==> src/sv/smi_fifo.sv <==
// Short register queue between the front and the back of the inverse block.
// Generic in width and depth. No package dependency.
module smi_fifo #(
	parameter int WIDTH = 8,
	parameter int DEPTH = 2
) (
	input  logic             clk,
	input  logic             arst_n,
	input  logic             push,
	input  logic [WIDTH-1:0] din,
	input  logic             pop,
	output logic [WIDTH-1:0] dout,
	output logic             full,
	output logic             not_empty
);
	localparam int PTRW = (DEPTH > 1) ? $clog2(DEPTH) : 1;
	localparam int CNTW = $clog2(DEPTH + 1);

	logic [WIDTH-1:0] mem_q [DEPTH];
	logic [PTRW-1:0]  wr_ptr_q;
	logic [PTRW-1:0]  rd_ptr_q;
	logic [CNTW-1:0]  cnt_q;
	logic             do_push;
	logic             do_pop;

	assign full      = (cnt_q == CNTW'(DEPTH));
	assign not_empty = (cnt_q != '0);
	assign do_push   = push && !full;
	assign do_pop    = pop && not_empty;
	assign dout      = mem_q[rd_ptr_q];

	// Pointers and fill count.
	always_ff @(posedge clk or negedge arst_n) begin
		if (!arst_n) begin
			wr_ptr_q <= '0;
			rd_ptr_q <= '0;
			cnt_q    <= '0;
		end else begin
			if (do_push) begin
				wr_ptr_q <= (wr_ptr_q == PTRW'(DEPTH - 1)) ? '0 : wr_ptr_q + 1'b1;
			end
			if (do_pop) begin
				rd_ptr_q <= (rd_ptr_q == PTRW'(DEPTH - 1)) ? '0 : rd_ptr_q + 1'b1;
			end
			cnt_q <= cnt_q + CNTW'(do_push) - CNTW'(do_pop);
		end
	end

	// Storage.
	always_ff @(posedge clk) begin
		if (do_push) begin
			mem_q[wr_ptr_q] <= din;
		end
	end

endmodule

==> config.mk <==
export PLATFORM = sky130hd
export DESIGN_NAME = smi_fifo
export DESIGN_NICKNAME = d
export VERILOG_FILES = /design/src/sv/smi_fifo.sv
export SDC_FILE = /design/constraint.sdc
export NUM_CORES = 1
export LEC_CHECK = 0
export BUFFER_PORTS_ARGS = -buffer_cell sky130_fd_sc_hd__buf_2
export CAP_MARGIN = 20
export CORE_AREA = 3 3 45 47
export CTS_CLUSTER_SIZE = 16
export DETAILED_ROUTE_END_ITERATION = 8
export DIE_AREA = 0 0 48 50
export PLACE_DENSITY = 0.71
export SYNTH_ARGS = -nofsm -noshare
export SYNTH_HDL_FRONTEND = slang
export SYNTH_SLANG_ARGS = --single-unit
==> constraint.sdc <==
create_clock -name clk -period 2.4 [get_ports clk]
set_clock_uncertainty 0.1 [all_clocks]
set_input_delay 0.12 -clock clk [delete_from_list [all_inputs] [get_ports clk]]
set_output_delay 0.12 -clock clk [all_outputs]
set_load 0.03 [all_outputs]
Word level (Yosys, flattened, before mapping). Memory sizes are Yosys's and may differ from the RTL's. Index checks and enable logic that the tools add are counted.

Memory bits (writable): 16. Bits in latches: 0. Input port bits: 12. Register bits after elaboration: 4. Memory bits (read-only): 0. Memories: 1. Output and inout port bits: 10. Logic and storage cells: 17.

Reduce and logical (&&, ||, !) cells: 4. Div/mod/pow operators: 0. Eq/ne operators: 1. Shifts and indexed selects: 0. Add/subtract/negate cells: 4. Bitwise operators: 0. Order comparisons: 0. Multipliers: 0. Mux-type cells: 4.

Memories: mem_q (depth 2, width 8, read ports 1, clocked after Yosys merged registers in 0, write ports 1, line 19) `logic [WIDTH-1:0] mem_q [DEPTH];`.

Operator list (number): 1-bit two-way mux (4); 1-bit adder (second input constant) (2); 2-bit by 1-bit adder with 2-bit output (1); 2-bit == test (second input constant) (1); 1-bit logical AND (2); 2-bit nonzero test (1); 2-bit by 1-bit subtractor with 2-bit output (1); 1-bit logical NOT (1).

Logic depth before layout (Yosys ltp).
Depth after elaboration: 5. Mapped depth: 7. Depth with buffers taken out: 7.

Worst setup path after synthesis. OpenSTA, ideal clock, no wires.

Path kind: register -> register. Start point: reg cnt_q[1]. End point: reg cnt_q[1]. Period minus slack after synthesis: 1782 ps. Stages on the path, launching flop included: 8. Required time: 2177 ps. Arrival time: 1559 ps. Library setup time: 123 ps. Path buffers: 0. Path slack: 618 ps. Path through: dfrtp_1 or2_4 and2_4 ha_1 inv_1 ha_1 xnor2_1 xnor2_1.

Elaborated cells on any way between the ends: 7. Those cells by class: add/sub: 2; eq/ne: 1; reduce/logical: 4.

RTL lines: start, declared (line 22) `logic [CNTW-1:0] cnt_q;`; start signal, assigned (line 45) `cnt_q <= cnt_q + CNTW'(do_push) - CNTW'(do_pop);`; 2-bit nonzero test (line 27) `assign not_empty = (cnt_q != '0);`; via not_empty (line 14) `output logic not_empty`; 1-bit logical AND (line 29) `assign do_pop = pop && not_empty;`; via do_pop (line 24) `logic do_pop;`; 2-bit by 1-bit subtractor with 2-bit output (line 45).

The timed path passes the listed nets, and every way through them passes these cells. A chain may end at the register's enable or synchronous reset.

Worst setup path in the final report.
Start point: reg cnt_q[1]. End point: reg cnt_q[1].

Elaborated cells on any way between the ends: 7. Those cells by class: add/sub: 2; eq/ne: 1; reduce/logical: 4.

RTL lines (line): 2-bit nonzero test (27); 1-bit logical AND (29); via do_pop (24); 2-bit by 1-bit subtractor with 2-bit output (45).

The timed path passes the listed nets, and every way through them passes these cells.

==> flow_summary.toml <==
[clock_network]
post_cts.repair.setup_buffers = 0
cts_buffer_depth = 2
cts_tree = "done"
path_clk_slew_ns = 0.10
cts-root-buf = "clkbuf_4"
htreeDepth = 1
cts_buffers = 3
clock_sinks = 20
clkLatencyLatePin_ns = 0.28

[route]
drtIter0Drc = 3
routed_wl_mm = 1.15
wl_per_cell_um = 12.4
vias = 433
drt_first_pass_iters = 2
drc = 0
viasPerCell = 4.66
antenna_left = 0

[job]
max_cap_viol_count = 0

[grt]
grt_pass1_wl_mm = 1.71
grt_max_degree = 12
grt_pass1_vias = 389
grtUsageTotal_pct = 10.6
antenna_found_initial = 0
gr-total-overflow = 0

[timing]
clock.fmax_ghz = 0.561
layout_worst_path_cycle_share_pct = 74.3
rsz0062_at_grt = "false"
max_slew.worst_pin.slew_ns = 0.723
drv_slew = 0
hold_violations = 0
worst_slew_margin_rel_pct = 51.6
timing.hold.ws_ns = 0.0303
period_needed_ns = 1.78
fin_tns_setup_ns = 0
setup-violations-final = 0

[synthesis]
syn-cell-area_sq_um = 781
ys_seq_area_share_pct = 74.4
syn_nets = 57
async_flop_share_pct = 20.0
synth_top_flop_cell = "edfxtp_1"
synth_cell_types = 14
synth_top_area_share_pct = 61.5
synth_area_leaders = "edfxtp_1 62%, dfrtp_1 13%, mux2_2 12%"
synth-edff-count = 16
synth.most_common_cell = "edfxtp_1"
synth_area_leader_cell = "edfxtp_1"
synthCells = 43
yosys-top-cells-count = "16 x edfxtp_1, 8 x mux2_2, 4 x dfrtp_1"
yosys_warnings = 0
ys_seq_elements = 20
postSynthAreaPerCell_sq_um = 18.2

[finish]
n_fill_cell = 144
ff_latch_area_sq_um = 581
final_layout_size_suffix_gt1_share_pct = 44.7
nets = 91
syn_to_final_growth_pct = 30.4
finalInstanceArea_sq_um = 1020
multi_input_area_sq_um = 188
final_core_util_pct = 60.3
antenna_cells = 0

[floorplanning]
die_y_um = 50
die-area_sq_um = 2400
rows = 15
die_w_um = 48
initial_core_util_pct = 46.2
core_sq_um = 1690
io_pins = 22

[worst_setup_path]
crit_required_ns = 2.51
path_class = "register to register"
crit_fanout = 3
start_kind = "register"
r2r_cells = 7
end_kind = "register"
arrival_ns = 1.90

[worst_hold_path]
hold_depth = 3
hold_path_class = "input pin to register"

[place]
dpl_cell_area_sq_um = 902
gp_congestion = 0.759
port_buffers = 21
dp_hpwl_um = 786

[pwr]
powerDensity_nw_per_um2 = 1180
p_leak_nw = 0.422
ir_drop_uv = 836

[run_status]
status = "finished, final reports clean"
-- cell families after synthesis --
kind of cell	synth area share, %
buffers and inverters	1.60
adders and majority gates	3.20
muxes	11.5
and+or+nand+nor	4.81
DFF	74.4
xor gates and xnor gates	4.49
-- cell usage in the layout, fill, tap and decap left out, types with 2 or more instances in the layout --
| master | netlist | routed |
|---|---|---|
| mux2_2 | 8 | 8 |
| dfrtp_1 | 4 | 4 |
| xnor2_1 | 3 | 3 |
| ha_1 | 2 | 2 |
| clkbuf_4 | 0 | 3 |
| inv_1 | 2 | 2 |
| buf_2 | 1 | 21 |
| edfxtp_1 | 16 | 16 |
| dlygate4sd3_1 | 0 | 9 |
-- registers in the layout, indices dropped and copies added (netlist names) --
register / count
mem_q: 16
cnt_q: 2
wr_ptr_q: 1
rd_ptr_q: 1
-- path summary, 6_finish.rpt --
check                         start  endpoint  slack (ns)
max in group asynchronous    arst_n  rd_ptr_q        2.03
setup / recovery           cnt_q[1]  cnt_q[1]        0.62
hold / removal                  pop  rd_ptr_q        0.03
setup reg to reg           cnt_q[1]  cnt_q[1]        0.62
min in group asynchronous    arst_n  wr_ptr_q        0.06
hold reg to reg            wr_ptr_q  wr_ptr_q        0.40
-- critical path, stage by stage (launching register included) --
cell,delay [ns]
dfrtp_1,0.42
or2_4,0.26
and2_4,0.16
ha_1,0.26
inv_1,0.04
ha_1,0.18
xnor2_1,0.16
xnor2_1,0.13
-- through the flow --
| stage | instances | total power [mW] | setup slack (ns) |
|---|---|---|---|
| 2_1_floorplan | 43 | 0.930 | 0.618 |
| 4_1_cts | 93 | 1.22 | 0.597 |
| 5_1_grt | 93 | 1.28 | 0.506 |
| 3_5_place_dp | 80 | 1.05 | 0.616 |
| 6_report | 93 | 1.20 | 0.617 |
| 3_3_place_gp | 80 | 1.04 | 0.643 |
-- layout make-up --
type	instances	share of cell area [%]
tap	17	2.09
timing repair buffer	30	19.2
sequential	20	57.0
inverter	2	0.737
multi-input combinational	20	18.4
clock buffer	4	2.58
-- power by group --
part	internal, mW	switching (mW)	leakage, nW
sequential	0.485	0.0626	0.195
combinational	0.207	0.289	0.212
clock	0.0645	0.0889	0.0150
total	0.757	0.441	0.422
-- layer usage --
| metal | global-route usage [%] | wire length [um] | vias to the layer above | part of all wire, % |
|---|---|---|---|---|
| met3 | 3.28 | 58 | 0 | 5.0 |
| met1 | 12.1 | 459 | 200 | 40 |
| met4 | 4.04 | 0 | 0 | 0 |
| met5 | 0 | 0 | - | 0 |
| met2 | 17.8 | 633 | 11 | 55 |
| li1 | - | - | 222 | - |
-- what timing repair did --
item,in CTS,in global routing
hold buffers,9,0
resized for setup,0,0
endpoints found under the hold margin,20,0
(Power assumes the default switching activity.)
